===== config.mk =====
export PLATFORM = sky130hd
export DESIGN_NAME = prfc_bucket_unit
export DESIGN_NICKNAME = d
export VERILOG_FILES = /design/src/rtl/core/prfc_pkg.sv /design/src/rtl/core/prfc_bucket_unit.sv
export SDC_FILE = /design/constraint.sdc
export NUM_CORES = 1
export LEC_CHECK = 0
export BUFFER_PORTS_ARGS = -buffer_cell sky130_fd_sc_hd__buf_4
export CAP_MARGIN = 20
export CORE_MARGIN = 2
export CORE_UTILIZATION = 45
export CTS_CLUSTER_SIZE = 12
export DETAILED_ROUTE_END_ITERATION = 10
export PLACE_DENSITY = 0.71
export SLEW_MARGIN = 20
export SYNTH_ARGS = -nofsm -noshare
export SYNTH_HDL_FRONTEND = slang
export SYNTH_SLANG_ARGS = --single-unit

===== constraint.sdc =====
create_clock -name aclk -period 10 [get_ports aclk]
set_input_delay 1 -clock aclk [delete_from_list [all_inputs] [get_ports aclk]]
set_output_delay 1 -clock aclk [all_outputs]
set_load 0.05 [all_outputs]

===== src/rtl/core/prfc_pkg.sv =====
// Port-rule flow classifier: shared types, widths and constants.
// Used by the bucket unit, way matcher and top level; depends on nothing else.
package prfc_pkg;

    localparam int BUCKETS_DEF = 4096;
    localparam int WAYS_DEF    = 4;

    localparam int HASH_W     = 24;
    localparam int HASH_MULT  = 13;
    localparam int NUM_PROBES = 3;
    localparam int WAY_IDX_W  = 4;

    localparam logic [6:0] CONF_HIT  = 7'd100;
    localparam logic [6:0] CONF_MISS = 7'd0;

    localparam logic KIND_INSERT   = 1'b0;
    localparam logic KIND_CLASSIFY = 1'b1;

    typedef struct packed {
        logic        kind;
        logic [7:0]  protocol;
        logic [15:0] source_port;
        logic [15:0] destination_port;
        logic [15:0] rule_app;
        logic [7:0]  rule_subapp;
    } request_t;

    typedef struct packed {
        logic [15:0] app_found;
        logic [7:0]  subapp_found;
        logic [6:0]  confidence;
        logic        hit;
        logic        bucket_full;
        logic [31:0] hits_total;
        logic [31:0] misses_total;
    } result_t;

    typedef struct packed {
        logic        valid;
        logic [7:0]  protocol;
        logic [15:0] source_port;
        logic [15:0] destination_port;
    } key_t;

    typedef struct packed {
        logic [15:0] app;
        logic [7:0]  subapp;
    } value_t;

    localparam int KEY_W = $bits(key_t);
    localparam int VAL_W = $bits(value_t);

    typedef struct packed {
        logic load_hash;
        logic load_prod;
        logic load_rem;
    } bkt_ctrl_t;

    typedef struct packed {
        logic                 hit;
        logic [WAY_IDX_W-1:0] hit_way;
        logic                 free;
        logic [WAY_IDX_W-1:0] free_way;
    } match_t;

endpackage


===== src/rtl/core/prfc_bucket_unit.sv =====
// Shared bucket index unit: key hash, then modulo BUCKETS by reciprocal
// multiply and one correcting subtract. Depends on prfc_pkg.
module prfc_bucket_unit #(
    parameter int BUCKETS = prfc_pkg::BUCKETS_DEF
) (
    input  logic                       aclk,
    input  prfc_pkg::bkt_ctrl_t        ctrl,
    input  logic [7:0]                 protocol,
    input  logic [15:0]                source_port,
    input  logic [15:0]                destination_port,
    output logic [$clog2(BUCKETS)-1:0] bucket
);

    import prfc_pkg::*;

    localparam int BKT_W   = $clog2(BUCKETS);
    localparam int RECIP   = (1 << HASH_W) / BUCKETS;
    localparam int RECIP_W = $clog2(RECIP + 1);
    localparam int PROD_W  = HASH_W + RECIP_W;

    logic [HASH_W-1:0]  hash_reg;
    logic [HASH_W-1:0]  hash_next;
    logic [PROD_W-1:0]  prod_reg;
    logic [PROD_W-1:0]  prod_next;
    logic [BKT_W:0]     rem_reg;
    logic [BKT_W:0]     rem_next;
    logic [HASH_W-1:0]  quot_times_b;
    logic [HASH_W-1:0]  diff;

    assign hash_next = HASH_W'(protocol)
                     + HASH_W'(HASH_MULT) * (HASH_W'(source_port)
                     + HASH_W'(HASH_MULT) * HASH_W'(destination_port));

    assign prod_next    = PROD_W'(hash_reg) * PROD_W'(RECIP);
    assign quot_times_b = HASH_W'(prod_reg[PROD_W-1:HASH_W]) * HASH_W'(BUCKETS);
    assign diff         = hash_reg - quot_times_b;
    assign rem_next     = diff[BKT_W:0];

    assign bucket = (rem_reg >= (BKT_W+1)'(BUCKETS))
                  ? BKT_W'(rem_reg - (BKT_W+1)'(BUCKETS))
                  : rem_reg[BKT_W-1:0];

    always_ff @(posedge aclk) begin
        if (ctrl.load_hash) begin
            hash_reg <= hash_next;
        end
        if (ctrl.load_prod) begin
            prod_reg <= prod_next;
        end
        if (ctrl.load_rem) begin
            rem_reg <= rem_next;
        end
    end

endmodule


* After elaboration in Yosys (flattened, before gate mapping)
Cells that the tools add are included.
Word-level totals: word-level logic and storage cells 11, bits of input ports 44, register bits after elaboration 39, output and inout port bits 12
Cells by class: $add $sub $neg 4, order comparisons 1, muxes and demuxes 1, $mul 2
Operator list (count):
- $add A16 B20 Y21 | 1
- $mul A4 B21 Y13 const A | 1
- $mul A4 B16 Y20 const A | 1
- $add A8 B13 Y13 | 1
- $ge A13 B13 Y1 const B | 1
- $sub A13 B13 Y13 | 1
- $mux W12 | 1
- $sub A12 B1 Y12 const B | 1

* Longest topological paths before layout
depth in word-level cells 4, mapped depth 21

* Least setup slack after synthesis
No wires, ideal clock.
path type input -> register, start point input destination_port[1], end point register hash_reg[11] (data pin), data arrival time 5.956 ns, stages 21, library setup time 0.262 ns, slack 3.782 ns, buffers on the path 0, cell sequence ha_1 > inv_1 > fa_1 > fa_1 > inv_1 > ha_1 > o21a_1 > o31a_1 > a21oi_1 > ha_1 > ha_1 > xnor2_1 > fa_1 > inv_1 > ha_1 > o21a_1 > o21ai_0 > nor2_1 > a221oi_2 > xnor3_1 > xnor2_1
Between the ends: longest elaborated chain between the ends 4
RTL lines:
- start: declaration | RTL line prfc_bucket_unit.sv:10 | input logic [15:0] destination_port,
- $mul A4 B16 Y20 | RTL line prfc_bucket_unit.sv:32 | + HASH_W'(HASH_MULT) * HASH_W'(destination_port));
- $add A16 B20 Y21 | RTL line prfc_bucket_unit.sv:32
- $mul A4 B21 Y13 | RTL line prfc_bucket_unit.sv:31 | + HASH_W'(HASH_MULT) * (HASH_W'(source_port)
- $add A8 B13 Y13 | RTL line prfc_bucket_unit.sv:31
- net hash_next[11] | RTL line prfc_bucket_unit.sv:22 | logic [HASH_W-1:0] hash_next;
- end signal: assignment | RTL line prfc_bucket_unit.sv:45 | hash_reg <= hash_next;
- end: declaration | RTL line prfc_bucket_unit.sv:21 | logic [HASH_W-1:0] hash_reg;
The timed path passes the listed nets, and every way through them passes these cells. A chain may end at the register's enable or synchronous reset.

* Worst setup path after layout
Ends and elaborated chain as after synthesis.

==> metrics.md <==
| Metric | Value |
|---|---|
| Outcome | `finished, final reports clean` |
| CP Class | `in2reg` |
| DRT Wirelength | `4.02 mm` |
| Worst-Margin Slew | `0.491 ns` |
| Synth cell count leaders | `inv_1, ha_1, fa_1` |
| Req. time, crit path | `10.00 ns` |
| CTS resizes | `0` |
| First-pass GRT wire length | `7.11 mm` |
| Number of global-route vias before repair | `1773` |
| Worst setup SP type | `input port` |
| Global placement routability congestion | `0.760` |
| Layout cells sized above 1 | `18.0%` |
| Post-synthesis cell count | `256` |
| Final worst path period need | `6.45 ns` |
| ANT nets after route | `0` |
| Post-route clock skew | `0.000539 ns` |
| 1st-iter DRT viols | `39` |
| Area Growth Syn to Fin | `18.3%` |
| DR pass1 iterations | `3` |
| Initial antenna violation count | `0` |
| Die height | `82.8 microns` |
| Final worst slack | `3.55 ns` |
| Largest cells by area after synthesis | `edfxtp_1, ha_1, fa_1` |
| M2 GR Usage | `25.2%` |
| Num CTS Buffers | `3` |
| Period utilization | `64.5%` |
| Row count | `28` |
| Setup bufs post-CTS | `0` |
| CTS H-tree lvls | `1` |
| Yosys reg bits | `24` |
| Max-slew violations | `0` |
| HPWL Detailed | `3.69 mm` |
| CTS sink count | `24` |
| Final Hold Fails | `0` |
| Final Net Count | `428` |
| Syn_nets | `377` |
| Number of port buffers | `46` |
| Peak Freq | `155 MHz` |
| Final number of setup-violating endpoints | `0` |
| Mapped Area | `2790 sq um` |
| GRT busiest layer | `met2` |
| Area taken by multi-input logic gates | `1850 sq um` |
| Fillers | `543` |
| Post-CTS Hold Buffers | `0` |
| Largest net degree at the start of global routing | `15` |
| Clk buf depth | `2` |
| Die area | `6860 sq um` |
| Wire per inst | `10.6 microns` |
| Register area | `721 sq um` |
| Synth Warn # | `0` |
| Root buf cell | `clkbuf_8` |
| TNS Setup | `0 ns` |
| Ys flop type | `edfxtp_1` |
| Pre-CTS WS | `3.23 ns` |
| Synth cell types | `34` |
| Post-synth EDFFs | `24` |
| Synth area leader | `edfxtp_1` |
| Total gr overflow | `0` |
| Critical Path AT | `6.45 ns` |
| GR Layer Usage met1 | `16.1%` |
| Worst setup EP type | `register` |
| Syn Area/Cell | `10.9 sq um` |
| Most common cell in the netlist | `inv_1` |
| Met3 Use GR | `0.866%` |
| Final core occ | `55.5%` |
| Post-DR vias/cell | `4.72` |
| Die W | `82.8 microns` |
| CTS tree | `done` |
| Starting Density | `46.9%` |
| Hold WC Path Type | `reg2reg` |
| Drc violations | `0` |
| Worst skew pair latency | `0.26 ns` |
| GR Util All Layers | `13.2%` |
| Yosys top cell area share | `25.8%` |
| N_diodes | `0` |
| DR vias | `1799` |
| Clock slew at reported path FFs | `0.07 ns` |
| Hold slack | `0.421 ns` |
| Max-cap viol count | `0` |
| Core outline area | `5960 sq um` |
| Async set or reset register ratio after synthesis | `0%` |
| Register area share after synthesis | `25.8%` |
| Crit path max fanout | `5` |
| # IOs | `56` |
| RSZ-0062 raised after global routing | `no` |
| Rel. slew slack | `67.1%` |
-- through the flow --
step / std cells / instance area, sq um
final: 381 / 3300
after global routing: 381 / 3300
after CTS: 381 / 3300
after detailed placement: 377 / 3230
after global placement: 377 / 3230
after floorplan: 256 / 2790
-- layout by cell type (no fill, tap or decap), drive strengths merged, types with 2 or more instances in the layout --
cell	instances
edfxtp	24
ha	50
o21a	3
clkbuf	3
fa	27
buf	46
o21ai	5
a21oi	13
nor2b	5
xnor2	24
a21o	3
xor2	5
nor4	2
nand2	6
nor2	10
nand2b	4
inv	59
-- worst paths after layout --
path	from	endpoint	slack, ns	cells past startpoint
setup / recovery	destination_port[1]	hash_reg[11]	3.55	22
hold / removal	hash_reg[9]	rem_reg[9]	0.42	0
setup reg to reg	hash_reg[4]	rem_reg[4]	9.37	0
hold reg to reg	hash_reg[9]	rem_reg[9]	0.42	0
-- per-layer routing --
layer,vias to the layer above,wire (microns)
met5,-,0
met4,0,33
met3,4,183
met2,38,2050
met1,812,1750
li1,945,-
-- final cells by class --
class | count | area share [%]
inverter | 59 | 6.70
sequential | 24 | 21.8
clock buffer | 3 | 1.25
timing repair buffer | 46 | 10.5
multi-input combinational | 173 | 56.0
clock inverter | 1 | 0.909
tap | 75 | 2.84
-- logic make-up (layout without fill, tap and decap cells) --
| family | Yosys count | in the layout | synth area share, % |
|---|---|---|---|
| xor gates and xnor gates | 30 | 30 | 10.2 |
| buffers and inverters | 59 | 109 | 7.93 |
| DFF | 24 | 24 | 25.8 |
| adders and majority gates | 77 | 77 | 41.7 |
| and+or+nand+nor | 32 | 32 | 5.87 |
| AOI/OAI and AO/OA | 34 | 34 | 8.51 |
-- critical path, stage by stage --
cell	delay (ns)
buf_4	0.12
ha_1	0.29
inv_1	0.08
fa_1	0.45
fa_1	0.53
inv_1	0.04
ha_1	0.35
o21a_1	0.20
o31a_1	0.13
a21oi_1	0.38
ha_1	0.31
ha_1	0.32
xnor2_1	0.16
fa_1	0.51
inv_1	0.04
ha_1	0.31
o21a_1	0.12
o21ai_0	0.25
nor2_1	0.10
a221oi_2	0.25
xnor3_1	0.36
xnor2_1	0.15
Power is left out: the tool's default activity adds up to more than one toggle a clock period on the data nets, which glitch-free logic cannot reach.
