[src/rtl/core/prfc_ram.sv]
// Generic single-port RAM with registered read data.
// Used for the key and value stores; no dependencies.
module prfc_ram #(
    parameter int WIDTH = 8,
    parameter int DEPTH = 16
) (
    input  logic                     aclk,
    input  logic                     we,
    input  logic [$clog2(DEPTH)-1:0] addr,
    input  logic [WIDTH-1:0]         wdata,
    output logic [WIDTH-1:0]         rdata
);

    logic [WIDTH-1:0] mem_reg [DEPTH];
    logic [WIDTH-1:0] rdata_reg;

    always_ff @(posedge aclk) begin
        if (we) begin
            mem_reg[addr] <= wdata;
        end
        rdata_reg <= mem_reg[addr];
    end

    assign rdata = rdata_reg;

endmodule

[config.mk]
export PLATFORM = sky130hd
export DESIGN_NAME = prfc_ram
export DESIGN_NICKNAME = d
export VERILOG_FILES = /design/src/rtl/core/prfc_ram.sv
export SDC_FILE = /design/constraint.sdc
export NUM_CORES = 1
export LEC_CHECK = 0
export ABC_AREA = 1
export BUFFER_PORTS_ARGS = -buffer_cell sky130_fd_sc_hd__clkbuf_2
export CORE_MARGIN = 2
export CORE_UTILIZATION = 55
export DETAILED_ROUTE_END_ITERATION = 6
export GPL_ROUTABILITY_DRIVEN = 0
export PLACE_DENSITY = 0.71
export SETUP_SLACK_MARGIN = 0.5
export SYNTH_ARGS = -nofsm -noshare
export SYNTH_HDL_FRONTEND = slang
export SYNTH_SLANG_ARGS = --single-unit
[constraint.sdc]
create_clock -name aclk -period 2.1 [get_ports aclk]
set_input_delay 0.42 -clock aclk [delete_from_list [all_inputs] [get_ports aclk]]
set_output_delay 0.42 -clock aclk [all_outputs]
set_load 0.1 [all_outputs]
After elaboration in Yosys (flattened, before gate mapping) --
Memory sizes are Yosys's and may differ from the RTL's. A register that Yosys moved wholly into a read port is not among the register bits. Index checks and enable logic that the tools add are counted.
Storage, ports and cells: bits in writable memories 128, memories kept 1, bits of input ports 14, word-level logic and storage cells 3, flip-flop bits (word level) 0, output and inout port bits 8
Memories:
- mem_reg | depth 16, bits a word 8, read ports 1, clocked after memory_dff 1, write ports 1, RTL line 14 | logic [WIDTH-1:0] mem_reg [DEPTH];
Cells by class: mux-type cells 2
Operator list (count):
- two-way mux 1 bit | 2

Depth between registers and ports, before layout --
Gate-level depths: netlist of run 1.
depth after elaboration 2, depth in mapped cells 11, gate-level depth less buffers 9

Worst setup path before layout of run 1 --
OpenSTA, ideal clock, no wires.
kind input to register, start input addr[1], end memory mem_reg[3][0], enable pin, stages on the path 4, library setup time 0.370 ns, setup slack 0.303 ns, buffers on the path 2, data arrival time 1.427 ns, path through buf_2 -> clkbuf_1 -> nand3_1 -> nor2_1
RTL lines:
- from (decl) | RTL line 9 | input logic [$clog2(DEPTH)-1:0] addr,
- to (decl) | RTL line 14
Straight into the memory's write port.

Worst setup path after layout of run 1 --
start register rdata_reg[0] (netlist: rdata[0]), read port of mem_reg, end output rdata[0]
RTL lines:
- from (decl) | RTL line 15 | logic [WIDTH-1:0] rdata_reg;
- to (decl) | RTL line 11 | output logic [WIDTH-1:0] rdata
No word-level cell between the ends.

==> impl_metrics.yaml, run 1 <==
sta:
  clock-skew-final_ps: 6.63
  max_slew_margin: 0.659
  period_share: 0.747
  fin_ws_ps: 531
  slew_viol_final: 0
  setup_tns_ps: 0
  fmax_mhz: 637
  finalSetupViolCount: 0
  min_period_ps: 1570
  worstMarginPinSlew_ps: 511
  rsz0062_at_grt: "false"
  final-hold-violation-count: 0
logic_synthesis:
  yosysWarnings: 0
  synth_top_area_share: 0.687
  syn_inst: 548
  avgSynthCellArea_um2: 10.2
  ys_top_cells_by_area: "edfxtp_1, nand2_1, dfxtp_1, inv_1, nor2_1"
  synth_area_leader_cell: "edfxtp_1"
  syn-num-nets: 562
  ys_ff_latch: 136
  syn_area_um2: 5590
  ys_types: 11
  seq_area_frac_synth: 0.716
route:
  remaining_drc_errors: 0
  wire_per_inst_um: 16.6
  drt_iter0_drc: 300
  firstDrtPassIters: 4
  finalWirelength_um: 12100
  route.antenna.remaining_nets: 0
  route.vias.total: 3696
  avgViaCountPerCell: 5.09
setup_path:
  cp-start-kind: "flip-flop"
  crit_fanout: 1
  critical_path_class: "flip-flop to output port"
  crit_arrival_ps: 1150
  cp_cell_sequence: "clkbuf_4"
  critPathTopFamily: "buffers and inverters"
  path_buf_inv: 1
  cpPeakStageDelay_ps: 320
  critPathRequiredTime_ps: 1680
  critPathCaptureType: "output port"
  cpMaxStageDelayCell: "clkbuf_4"
place:
  numPortBuffers: 21
  dp_hpwl_um: 7320
  dp_slack_ps: 249
floorplan:
  std_cell_rows: 36
  die_x_um: 105
  initial_core_util: 0.570
  core_um2: 9820
  pin_count: 22
  fp.dieH_um: 105
  die-area_um2: 11000
clocking:
  numCtsBuffers: 17
  hold_buffers: 0
  post-cts-setup-buffers: 0
  clk_latency_ps: 520
  clk_pin_slew_ps: 60
  h-tree-depth: 4
  cts_tree: "built"
  root_buffer: "clkbuf_8"
  clockBufferDepth: 2
  cts_num_sinks: 136
global_routing:
  grt_overflow_total: 0
  grt_pass1_vias: 3694
  grt_pass1_wl_um: 19200
  antenna_found_initial: 0
  grt_start_max_net_pins: 49
  grt_usage: 0.236
final_layout:
  syn2layout_area_growth_pct: 15.1
  drive_gt1_frac: 0.128
  seq_area_um2: 4000
  fillers: 769
  multi_input_area_um2: 1420
  num_antenna_cells: 0
  largest_reg_flops: 128
  final_nets: 594
flow_run:
  max-cap-violations: 0
run_status:
  outcome: "finished, final reports clean"
power:
  leakage_nw: 2.75
  powerDensity_nw_per_um2: 970
  vdd_ir_drop_max_mv: 0.693
  power.total_w: 0.00624
min_path:
  hold_class: "input pin to flip-flop"
final timing paths:
check,cells after the start,end,start,slack (ps)
max,1,rdata[0],rdata[0]$_DFF_P_,530
min,1,mem_reg[2][4]$_DFFE_PP_,wdata[4],430
max reg2reg,8,rdata[5]$_DFF_P_,mem_reg[15][5]$_DFFE_PP_,1050
min reg2reg,8,rdata[5]$_DFF_P_,mem_reg[0][5]$_DFFE_PP_,700
cells by family after synthesis:
| group | count (synthesis) | synth area share |
|---|---|---|
| and+or+nand+nor | 368 | 0.248 |
| buffers and inverters | 44 | 0.0362 |
| DFF | 136 | 0.716 |
layer usage:
metal,routed length [um],share of wire,GRT usage,vias to the layer above
li1,-,-,-,1820
met3,895,0.074,0.0643,30
met2,5700,0.47,0.372,140
met5,0,0,0,-
met4,282,0.023,0.0952,0
met1,5180,0.43,0.313,1706
what timing repair did:
| action | CTS | global route |
|---|---|---|
| gates resized for setup | 8 | 3 |
| endpoints found under the setup margin | 8 | 3 |
| endpoints found under the hold margin | 0 | 0 |
stage by stage:
stage	instance area [um2]	cells	util	hold WS, ps
final	6440	726	0.656	428
after global routing	6440	726	0.656	424
after CTS	6440	726	0.656	409
after detailed placement	5880	694	0.598	696
after global placement	5880	694	0.598	676
after floorplan	5620	548	-	519
cell usage in the layout (no fill, tap or decap), drive strengths merged:
master	count
nand2	346
edfxtp	128
clkbuf	36
inv	25
nor2	18
buf	16
dfxtp	8
clkinv	7
nand3	4
clkinvlp	4
bufinv	1
synthesized netlist by cell type:
cell and instances:
inv_2 1, nand2_1 346, clkbuf_1 3, dfxtp_1 8, clkinv_1 1, edfxtp_1 128, buf_4 6, buf_2 12
inv_1 21, nor2_1 18, nand3_1 4
where the power goes:
group,internal (W),switching (W),leakage [nW]
logic,0.000111,0.000398,1.27
registers,0.00304,0.0000167,1.22
clock network,0.00157,0.00111,0.253
total,0.00472,0.00152,2.75
layout make-up:
type,instances,share of cell area
Clock buffer,18,0.0649
Clock inverter,14,0.0194
Inverter,23,0.0134
Multi-Input combinational cell,368,0.220
Sequential cell,136,0.622
Tap cell,133,0.0258
Timing Repair Buffer,34,0.0346
(Power assumes the default switching activity.)
==> run 2, diff against run 1 <==
Settings changed: PLACE_DENSITY 0.71 to 0.74.
Clock period 2.1 ns to 1.25 ns, I/O delays scaled along.
==> impl_metrics.yaml, run 2 (synthesized netlist as in run 1, its figures left out) <==
run_status:
  outcome: "finished, violations left"
  violations: "negative setup slack"
sta:
  worstMarginPinSlew_ps: 464
  min_period_ps: 1290
  final-hold-violation-count: 0
  hold_ws_ps: 228
  period_share: 1.04
  fin_ws_ps: -44.2
  finalSetupViolCount: 8
  slew_viol_final: 0
  clock-skew-final_ps: 9.01
  rsz0062_at_grt: "true"
  fmax_mhz: 773
  max_slew_margin: 0.691
route:
  firstDrtPassIters: 5
  wire_per_inst_um: 17.5
  route.vias.total: 3891
  route.antenna.remaining_nets: 0
  drt_iter0_drc: 274
  highest_layer: "met4"
  dr_wl_met2_um: 6580
  remaining_drc_errors: 0
  wl_met3_um: 934
  finalWirelength_um: 12900
  avgViaCountPerCell: 5.29
  wl_met1_um: 5070
global_routing:
  grt_pass1_vias: 3934
  antenna_found_initial: 0
  grt_overflow_total: 0
  grt_pass1_wl_um: 20000
  grt_start_max_net_pins: 33
  grt_usage: 0.248
setup_path:
  timing.rr.start: "mem_reg[8][2]$_DFFE_PP_"
  crit_fanout: 1
  rr_worst_depth: 8
  cp_cell_sequence: "buf_12"
  crit_cells: 1
  path_buf_inv: 1
  critical_path_class: "flip-flop to output port"
  critPathCaptureType: "output port"
  critPathRequiredTime_ps: 1000
  critPathTopFamily: "flip-flops"
  crit_arrival_ps: 1040
  rr_endpoint: "rdata[2]$_DFF_P_"
  crit_start: "rdata[1]$_DFF_P_"
  critPathCapture: "rdata[1]"
  reg2reg_slack_ps: 220
  cp-start-kind: "flip-flop"
  cpPeakStageDelay_ps: 350
  cpMaxStageDelayCell: "dfxtp_4"
place:
  dp_hpwl_um: 7640
  numPortBuffers: 21
clocking:
  h-tree-depth: 4
  numCtsBuffers: 17
  root_buffer: "clkbuf_8"
  cts_tree: "built"
  clk_latency_ps: 530
  clk_pin_slew_ps: 60
  hold_buffers: 0
  cts_num_sinks: 136
  clockBufferDepth: 2
floorplan:
  initial_core_util: 0.570
  core_um2: 9820
  fp.dieH_um: 105
  std_cell_rows: 36
  die-area_um2: 11000
  die_x_um: 105
  pin_count: 22
final_layout:
  num_antenna_cells: 0
  syn2layout_area_growth_pct: 28.3
  largest_reg_flops: 128
  final_common_cell: "nand2_1"
  final_cell_mix: "nand2_1, edfxtp_1, buf_12"
  final_nets: 604
  postLayoutCoreUtil: 0.731
  drive_gt1_frac: 0.217
min_path:
  hold_class: "input pin to flip-flop"
  hp-start: "wdata[4]"
flow_run:
  max-cap-violations: 0
power:
  leakage_nw: 2.98
  powerDensity_nw_per_um2: 1630
  vdd_ir_drop_max_mv: 1.25
run 2: changes by cell type in the layout (fill, tap and decap cells not counted), sizes merged:
cell / before / now
buf: 16 / 35
clkbuf: 36 / 30
bufinv: 1 / 5
inv: 25 / 22
clkinv: 7 / 5
clkinvlp: 4 / 2
run 2: routing by layer:
| metal | global-route usage | vias up |
|---|---|---|
| met5 | 0 | - |
| met4 | 0.108 | 0 |
| met3 | 0.0618 | 27 |
| met2 | 0.416 | 153 |
| met1 | 0.306 | 1865 |
| li1 | - | 1846 |
run 2: area by class of cell:
type	count	area, um2
Fill cell	691	2640
Multi-Input combinational cell	368	1610
Inverter	23	119
Clock buffer	21	459
Tap cell	133	166
Clock inverter	11	193
Sequential cell	136	4030
Timing Repair Buffer	44	591
run 2: power by group:
| group | switching (W) | internal (W) |
|---|---|---|
| Clock | 0.00183 | 0.00360 |
| Sequential | 0.0000446 | 0.00511 |
| Combinational | 0.000742 | 0.000356 |
| Total | 0.00262 | 0.00906 |
run 2: worst min-delay path by stage:
| stage | to | slack (ps) | depth (start not counted) |
|---|---|---|---|
| 3_3_place_gp | rdata[5]$_DFF_P_ | 690 | 8 |
| 5_1_grt | mem_reg[6][4]$_DFFE_PP_ | 240 | 4 |
| 3_5_place_dp | rdata[3]$_DFF_P_ | 700 | 8 |
| 4_1_cts | mem_reg[6][4]$_DFFE_PP_ | 220 | 1 |
| 2_1_floorplan | mem_reg[0][0]$_DFFE_PP_ | 350 | 0 |
| 6_report | mem_reg[0][4]$_DFFE_PP_ | 230 | 1 |
run 2: what timing repair did:
item / 4_1_cts / 5_1_grt
setup buffers: 6 / 3
endpoints found under the setup margin: 144 / 121
resized for setup: 15 / 27
hold endpoints to repair: 0 / 0
pin swaps: 44 / 36
run 2: per-stage QoR:
| stage | TNS (ps) | total power, W | worst slack (ps) | area (um2) | std cells |
|---|---|---|---|---|---|
| detailed placement | -13650 | 0.00627 | -151 | 6310 | 695 |
| global route | -476 | 0.0120 | -66.6 | 7180 | 736 |
| CTS | -466 | 0.0117 | -64.9 | 7100 | 733 |
| floorplan | 0 | 0.00588 | 50.4 | 5910 | 548 |
| finish | -314 | 0.0117 | -44.2 | 7180 | 736 |
| global placement | -9340 | 0.00625 | -115 | 6310 | 695 |
