$ cat src/rtl/core/prfc_pkg.sv
// Port-rule flow classifier: shared types, widths and constants.
// Used by the bucket unit, way matcher and top level; depends on nothing else.
package prfc_pkg;

    localparam int BUCKETS_DEF = 4096;
    localparam int WAYS_DEF    = 4;

    localparam int HASH_W     = 24;
    localparam int HASH_MULT  = 13;
    localparam int NUM_PROBES = 3;
    localparam int WAY_IDX_W  = 4;

    localparam logic [6:0] CONF_HIT  = 7'd100;
    localparam logic [6:0] CONF_MISS = 7'd0;

    localparam logic KIND_INSERT   = 1'b0;
    localparam logic KIND_CLASSIFY = 1'b1;

    typedef struct packed {
        logic        kind;
        logic [7:0]  protocol;
        logic [15:0] source_port;
        logic [15:0] destination_port;
        logic [15:0] rule_app;
        logic [7:0]  rule_subapp;
    } request_t;

    typedef struct packed {
        logic [15:0] app_found;
        logic [7:0]  subapp_found;
        logic [6:0]  confidence;
        logic        hit;
        logic        bucket_full;
        logic [31:0] hits_total;
        logic [31:0] misses_total;
    } result_t;

    typedef struct packed {
        logic        valid;
        logic [7:0]  protocol;
        logic [15:0] source_port;
        logic [15:0] destination_port;
    } key_t;

    typedef struct packed {
        logic [15:0] app;
        logic [7:0]  subapp;
    } value_t;

    localparam int KEY_W = $bits(key_t);
    localparam int VAL_W = $bits(value_t);

    typedef struct packed {
        logic load_hash;
        logic load_prod;
        logic load_rem;
    } bkt_ctrl_t;

    typedef struct packed {
        logic                 hit;
        logic [WAY_IDX_W-1:0] hit_way;
        logic                 free;
        logic [WAY_IDX_W-1:0] free_way;
    } match_t;

endpackage

$ cat src/rtl/core/prfc_way_match.sv
// Way matcher: compares one bucket row against a probe key and finds the
// lowest matching way and the lowest free way. Depends on prfc_pkg.
module prfc_way_match #(
    parameter int WAYS = prfc_pkg::WAYS_DEF
) (
    input  logic [WAYS*prfc_pkg::KEY_W-1:0] key_row,
    input  prfc_pkg::key_t                  probe_key,
    output prfc_pkg::match_t                match
);

    import prfc_pkg::*;

    always_comb begin
        key_t way_key;
        match = '0;
        for (int w = WAYS - 1; w >= 0; w--) begin
            way_key = key_row[w*KEY_W +: KEY_W];
            if (way_key == probe_key) begin
                match.hit     = 1'b1;
                match.hit_way = WAY_IDX_W'(w);
            end
            if (!way_key.valid) begin
                match.free     = 1'b1;
                match.free_way = WAY_IDX_W'(w);
            end
        end
    end

endmodule

$ cat config.mk
export PLATFORM = sky130hd
export DESIGN_NAME = prfc_way_match
export DESIGN_NICKNAME = d
export VERILOG_FILES = /design/src/rtl/core/prfc_pkg.sv /design/src/rtl/core/prfc_way_match.sv
export SDC_FILE = /design/constraint.sdc
export NUM_CORES = 1
export LEC_CHECK = 0
export ABC_CLOCK_PERIOD_IN_PS = 3080
export BUFFER_PORTS_ARGS = -buffer_cell sky130_fd_sc_hd__clkbuf_2
export CORE_AREA = 2 2 83 85
export DETAILED_ROUTE_END_ITERATION = 10
export DIE_AREA = 0 0 85 87
export GPL_TIMING_DRIVEN = 0
export PLACE_DENSITY = 0.72
export SLEW_MARGIN = 15
export SYNTH_ARGS = -nofsm -noshare
export SYNTH_HDL_FRONTEND = slang
export SYNTH_SLANG_ARGS = --single-unit
$ cat constraint.sdc
create_clock -name vclk -period 3.08
set_input_delay 0.924 -clock vclk [all_inputs]
set_output_delay 0.924 -clock vclk [all_outputs]
set_load 0.01 [all_outputs]
=== After elaboration in Yosys (flattened, before gate mapping) ===
Cells that the tools add are included.

* Input port bits: 205
* Register bits after elaboration: 0
* Word-level logic and storage cells: 12
* Output and inout port bits: 10

* Mux-type cells: 8
* Equality and inequality tests: 4

{| class="wikitable"
|+ Operators by type and width
! cell !! number
|-
| $eq 41x41->1 || 4
|-
| $mux 5 || 8
|}

=== Longest topological paths before layout ===
Gate-level depths: netlist (run 1).

* Depth after elaboration: 5
* Mapped depth: 6

=== Least setup slack after synthesis (run 1) ===
Ideal clock, no wire load.

* Path type: input to output
* From: in key_row[112] (netlist name)
* To: out match[6] (netlist name)
* Setup slack: 0.109 ns
* Stages: 6
* Data arrival time: 2.047 ns
* Data required time: 2.156 ns
* Cells stage by stage: xor2_1 > nor4_2 > nand4_1 > nor3_2 > a31oi_1 > nor3_1

{| class="wikitable"
|+ RTL lines
! element !! RTL line !! source
|-
| start, declared || prfc_way_match.sv:6 || <nowiki>input logic [WAYS*prfc_pkg::KEY_W-1:0] key_row,</nowiki>
|-
| end, declared || prfc_way_match.sv:8 || <nowiki>output prfc_pkg::match_t match</nowiki>
|}

==> results.ini, run 1 <==
[global_routing]
grt-ovfl-total=0
grt_max_degree=5
antenna_found_initial=0
globalRouteTotalUtil=0.2280
grt_pass1_wl_mm=13.05
grt_pass1_vias=2600

[power_and_ir_drop]
switching_share=0.4907
switchingPower_mw=0.2354
power_frac_comb=1.000
leakage_nw=1.761
pwr-share-clk=0
internal_power_mw=0.2443
peakVddDrop_uv=75.67
power.density_nw_per_um2=134.3
pwr-share-seq=0

[finish]
final_cells=538
drive_gt1_frac=0.5590
nets=665
clockBufferCount=0
ff_latch_area_um2=0
syn_to_final_growth_pct=85.21
antenna_cells=0
final_util=0.5440
flops_and_latches=0
num-fill-cells=607
fin_area_um2=3573

[floorplan]
placementRows=30
dieHeight_um=87
dieArea_um2=7395
coreArea_um2=6569
pin_count=215
die_w_um=85
start_util=0.2937

[logic_synthesis]
yosys-top-cells-area=xor2_1 56%, xnor2_1 19%, nor4_1 7.5%
yosysWarnings=0
ys_seq_area_frac=0
yosysUniqueCellTypes=17
synthTopCellsByCount=123 x xor2_1, 41 x xnor2_1, 23 x nor4_1
yosysMostFrequentCell=xor2_1
netlist_area_um2=1929
synth_top_area_share=0.5584
syn_inst=240
avgSynthCellArea_um2=8.039
yosysTopAreaCell=xor2_1

[placement]
placedInstanceArea_um2=3097
place_congestion=0.9295
place.detailed.hpwl_mm=7.972
dp.cells=534
port_buffers=211

[critical_path]
endpoint_kind=primary output
startpoint=probe_key[13]
startpoint_type=input port
crit_end=match[5]
cp_max_fo=4
arrival_ns=2.45
critPathRequiredTime_ns=2.16
crit_type=input port to primary output

[run_status]
failed_checks=setup timing
status=complete, but fails checks

[sta]
fin_ws_ns=-0.2891
setup_viol=3
hold_viol_final=0
clock.fmax_mhz=296.8
final_max_slew_viol_count=0
period_share=1.094
min_period_ns=3.369
rsz0062_at_grt=yes

[route]
vias=2547
drt_first_pass_iters=4
drt_wl_total_mm=9.075
ant_nets=0
drt-vias-per-instance=4.734
drtIter0Drc=36
post_drt_wl_per_cell_um=16.87
drc_errors=0

[clocking]
postCtsHoldBufs=0

[hold_path]
holdPathStages=3
hp-class=input port to primary output
hp-start=key_row[122]

[job]
drv_cap=0

-- cell usage in the layout (no fill, tap or decap) --
| master | n |
|---|---|
| conb_1 | 4 |
| buf_2 | 4 |
| a21boi_0 | 1 |
| nand2b_1 | 1 |
| buf_8 | 1 |
| a21oi_1 | 1 |
| nor3_2 | 1 |
| nor4_2 | 14 |
| clkbuf_4 | 7 |
| nand2_1 | 3 |
| buf_12 | 1 |
| xnor2_1 | 39 |
| xor2_4 | 2 |
| nor4_1 | 10 |
| nor2_1 | 4 |
| xor2_1 | 113 |
| clkbuf_2 | 181 |
| xor2_2 | 8 |
| clkbuf_8 | 12 |
| xnor2_2 | 2 |
| nor4_4 | 5 |
| buf_6 | 3 |
| nand3_1 | 5 |
| nand4_1 | 16 |
| o21ba_4 | 1 |
| nor2_4 | 1 |
| nor3_4 | 2 |
| a31oi_2 | 1 |
| buf_4 | 10 |
| nor3_1 | 5 |
-- stage by stage --
stage	worst slack [ns]	setup TNS [ns]	total power [mW]	hold WS [ns]
after floorplan	0.1090	0	0.1809	1.925
after CTS	-0.2666	-0.6373	0.4578	2.169
after global placement	-0.5147	-1.333	0.4081	2.148
after detailed placement	-0.5318	-1.332	0.4149	2.168
after global routing	-0.3704	-1.062	0.5194	2.186
final	-0.2891	-0.8004	0.4798	2.169
-- power by group through the flow --
stage | combinational, mW | clock [mW] | sequential (mW)
global route | 0.519 | 0 | 0
CTS | 0.458 | 0 | 0
finish | 0.480 | 0 | 0
floorplan | 0.181 | 0 | 0
detailed placement | 0.415 | 0 | 0
global placement | 0.408 | 0 | 0
-- kinds of logic after synthesis --
logic type / Yosys count / share of synthesized area
compound gates: 4 / 0.01492
simple gates: 67 / 0.2231
xor+xnor: 164 / 0.7445
buf+inv: 4 / 0.01556
other cells: 1 / 0.001944
-- critical path: stages --
cell     delay [ns]
buf_2          0.16
xor2_1         0.15
nor4_1         0.31
nand4_1        0.18
nor3_2         0.26
buf_4          0.15
o21ba_4        0.15
nor2_4         0.03
buf_6          0.12
-- worst min path at each step --
stage | endpoint | slack (ns)
floorplan | match[1] | 1.93
global placement | match[1] | 2.15
detailed placement | match[1] | 2.17
CTS | match[1] | 2.17
global route | match[1] | 2.19
finish | match[1] | 2.17
-- routing by layer --
metal / wire length [um] / GRT usage / vias up
li1: - / - / 1253
met1: 3445 / 0.2712 / 1166
met2: 4871 / 0.4418 / 118
met3: 605 / 0.02654 / 10
met4: 152 / 0.03752 / 0
met5: 0 / 0 / -
-- area by class of cell --
| class | count | area [um^2] | share of cell area |
|---|---|---|---|
| Buffer | 4 | 30.03 | 0.008403 |
| Multi-Input combinational cell | 239 | 2186 | 0.6117 |
| Tap cell | 80 | 100.1 | 0.02801 |
| Timing Repair Buffer | 215 | 1257 | 0.3519 |
-- repair_timing --
action,4_1_cts,5_1_grt
pin swaps,35,17
gates resized for setup,53,41
endpoints found under the hold margin,0,0
endpoints found under the setup margin,3,3
setup buffers,1,3
Note: power is estimated with default switching activity, not from simulation.
==> run 2, diff against run 1 <==
--- a/config.mk
+++ b/config.mk
@@ -7,11 +7,10 @@
 export LEC_CHECK = 0
 export ABC_CLOCK_PERIOD_IN_PS = 3080
 export BUFFER_PORTS_ARGS = -buffer_cell sky130_fd_sc_hd__clkbuf_2
-export CORE_AREA = 2 2 83 85
+export CORE_AREA = 3 3 82 84
 export DETAILED_ROUTE_END_ITERATION = 10
 export DIE_AREA = 0 0 85 87
-export GPL_TIMING_DRIVEN = 0
-export PLACE_DENSITY = 0.72
+export PLACE_DENSITY = 0.75
 export SLEW_MARGIN = 15
 export SYNTH_ARGS = -nofsm -noshare
 export SYNTH_HDL_FRONTEND = slang
==> results.ini, run 2 (synthesis results as in run 1) <==
[route]
post_drt_wl_per_cell_um=17.72  ; was 16.87 um
drt_first_pass_iters=4  ; unchanged
drt_wl_total_mm=9.995  ; was 9.075 mm
vias=2708  ; was 2547
drtIter0Drc=54  ; was 36
drc_errors=0  ; unchanged
drt-vias-per-instance=4.801  ; was 4.734
ant_nets=0  ; unchanged

[floorplan]
dieArea_um2=7395  ; unchanged
coreArea_um2=5991  ; was 6569 um^2
placementRows=28  ; was 30
start_util=0.3221  ; was 0.2937
die_w_um=85  ; unchanged
dieHeight_um=87  ; unchanged
pin_count=215  ; unchanged

[job]
drv_cap=0  ; unchanged

[power_and_ir_drop]
pwr-share-clk=0  ; about the same
power_frac_comb=1.000  ; about the same
leakage_nw=1.845  ; was 1.761 nW
pwr-share-seq=0  ; about the same
internal_power_mw=0.2610  ; was 0.2443 mW
peakVddDrop_uv=86.11  ; was 75.67 uV
power.density_nw_per_um2=136.5  ; was 134.3 nW/um^2
switchingPower_mw=0.2422  ; was 0.2354 mW
switching_share=0.4814  ; was 0.4907

[critical_path]
endpoint_kind=primary output  ; unchanged
cp_max_fo=2  ; was 4
crit_type=input port to primary output  ; unchanged
cpMaxStageDelayCell=nor4_2  ; was nor4_1
crit_family=simple AND/OR/NAND/NOR gates  ; unchanged
crit_path_max_incr_delay_ns=0.33  ; was 0.31 ns
arrival_ns=2.47  ; was 2.45 ns
path_buf_inv=3  ; unchanged
critPathRequiredTime_ns=2.16  ; about the same
startpoint=probe_key[24]  ; was probe_key[13]
startpoint_type=input port  ; unchanged
path_cells=clkbuf_2 > xor2_1 > nor4_2 > buf_4 > nand4_1 > nor3_2 > o21ba_1 > nor2_1 > buf_2  ; was buf_2 > xor2_1 > nor4_1 > nand4_1 > nor3_2 > buf_4 > o21ba_4 > nor2_4 > buf_6

[placement]
port_buffers=211  ; unchanged
dp.cells=562  ; was 534
placedInstanceArea_um2=3351  ; was 3097 um^2
place_congestion=0.8636  ; was 0.9295
place.detailed.hpwl_mm=8.979  ; was 7.972 mm

[global_routing]
antenna_found_initial=0  ; unchanged
grt_pass1_vias=2960  ; was 2600
grt_pass1_wl_mm=14.68  ; was 13.05 mm
grt_max_degree=5  ; unchanged
globalRouteTotalUtil=0.2530  ; was 0.2280
grt-ovfl-total=0  ; unchanged

[finish]
drive_gt1_frac=0.5746  ; was 0.5590
final_common_cell=clkbuf_2  ; unchanged
syn_to_final_growth_pct=91.12  ; was 85.21%
flops_and_latches=0  ; unchanged
final_cell_mix=194 x clkbuf_2, 116 x xor2_1, 39 x xnor2_1, 38 x buf_4, 16 x nand4_1  ; was 181 x clkbuf_2, 113 x xor2_1, 39 x xnor2_1, 16 x nand4_1, 14 x nor4_2
num-fill-cells=532  ; was 607
ff_latch_area_um2=0  ; unchanged
fin_area_um2=3687  ; was 3573 um^2
clockBufferCount=0  ; unchanged
nets=696  ; was 665
multi_input_area_um2=2118  ; was 2186 um^2
final_cells=564  ; was 538
antenna_cells=0  ; unchanged

[hold_path]
hp-class=input port to primary output  ; unchanged
hp-start=key_row[163]  ; was key_row[122]

[sta]
whs_ns=2.174  ; was 2.169 ns
fin_ws_ns=-0.3171  ; was -0.2891 ns
final_max_slew_viol_count=0  ; unchanged
hold_viol_final=0  ; unchanged
rsz0062_at_grt=yes  ; unchanged
min_period_ns=3.397  ; was 3.369 ns
clock.fmax_mhz=294.4  ; was 296.8 MHz
period_share=1.103  ; was 1.094
setup_viol=3  ; unchanged

[run_status]
failed_checks=setup timing  ; unchanged
status=complete, but fails checks  ; unchanged

[clocking]
postCtsHoldBufs=0  ; unchanged

## run 2: cell count changes in the layout (fill, tap and decap cells not counted), moves of 2 or more
cell | before | now
buf_4 | 10 | 38
clkbuf_2 | 181 | 194
clkbuf_8 | 12 | 5
clkbuf_4 | 7 | 1
buf_6 | 3 | 6
xor2_1 | 113 | 116
xor2_2 | 8 | 5
nor3_2 | 1 | 3
nor3_4 | 2 | 0
## run 2: power groups by stage
| stage | Clock (mW) | Sequential [mW] | Combinational (mW) |
|---|---|---|---|
| 2_1_floorplan | 0 | 0 | 0.181 |
| 3_3_place_gp | 0 | 0 | 0.443 |
| 3_5_place_dp | 0 | 0 | 0.450 |
| 4_1_cts | 0 | 0 | 0.480 |
| 5_1_grt | 0 | 0 | 0.545 |
| 6_report | 0 | 0 | 0.503 |
## run 2: timing repair
action,in CTS,in global routing
gates resized for setup,30,39
pin swaps,21,14
endpoints found under the setup margin,3,3
setup buffers,2,0
## run 2: area by class of cell
type                       instances  area share
multi-input combinational        239      0.5745
tap                               75     0.02545
timing repair buffer             250      0.4001
## run 2: path summary, 6_finish.rpt
| kind | to | slack [ns] | depth (start not counted) |
|---|---|---|---|
| min | match[1] | 2.17 | 3 |
| max | match[5] | -0.32 | 9 |
## run 2: routing by layer
layer / track usage / share of wire / vias to the layer above
li1: - / - / 1316
met1: 0.2969 / 0.37 / 1237
met2: 0.5085 / 0.55 / 146
met3: 0.02460 / 0.069 / 9
met4: 0.02014 / 0.011 / 0
met5: 0 / 0 / -
## run 2: per-stage QoR
stage | util | setup WS [ns] | TNS, ns | power (mW)
detailed placement | 0.5593 | -0.5749 | -1.410 | 0.4505
floorplan | - | 0.1090 | 0 | 0.1809
global route | 0.6155 | -0.4048 | -1.062 | 0.5446
finish | 0.6155 | -0.3171 | -0.7961 | 0.5032
CTS | 0.5909 | -0.2983 | -0.8548 | 0.4801
global placement | 0.5593 | -0.5728 | -1.336 | 0.4426
## run 2: tightest hold or removal path, delay by kind of cell
kind | cells | cell delay [ns]
buffers and inverters | 2 | 0.25
AOI/OAI and AO/OA | 1 | 0.08
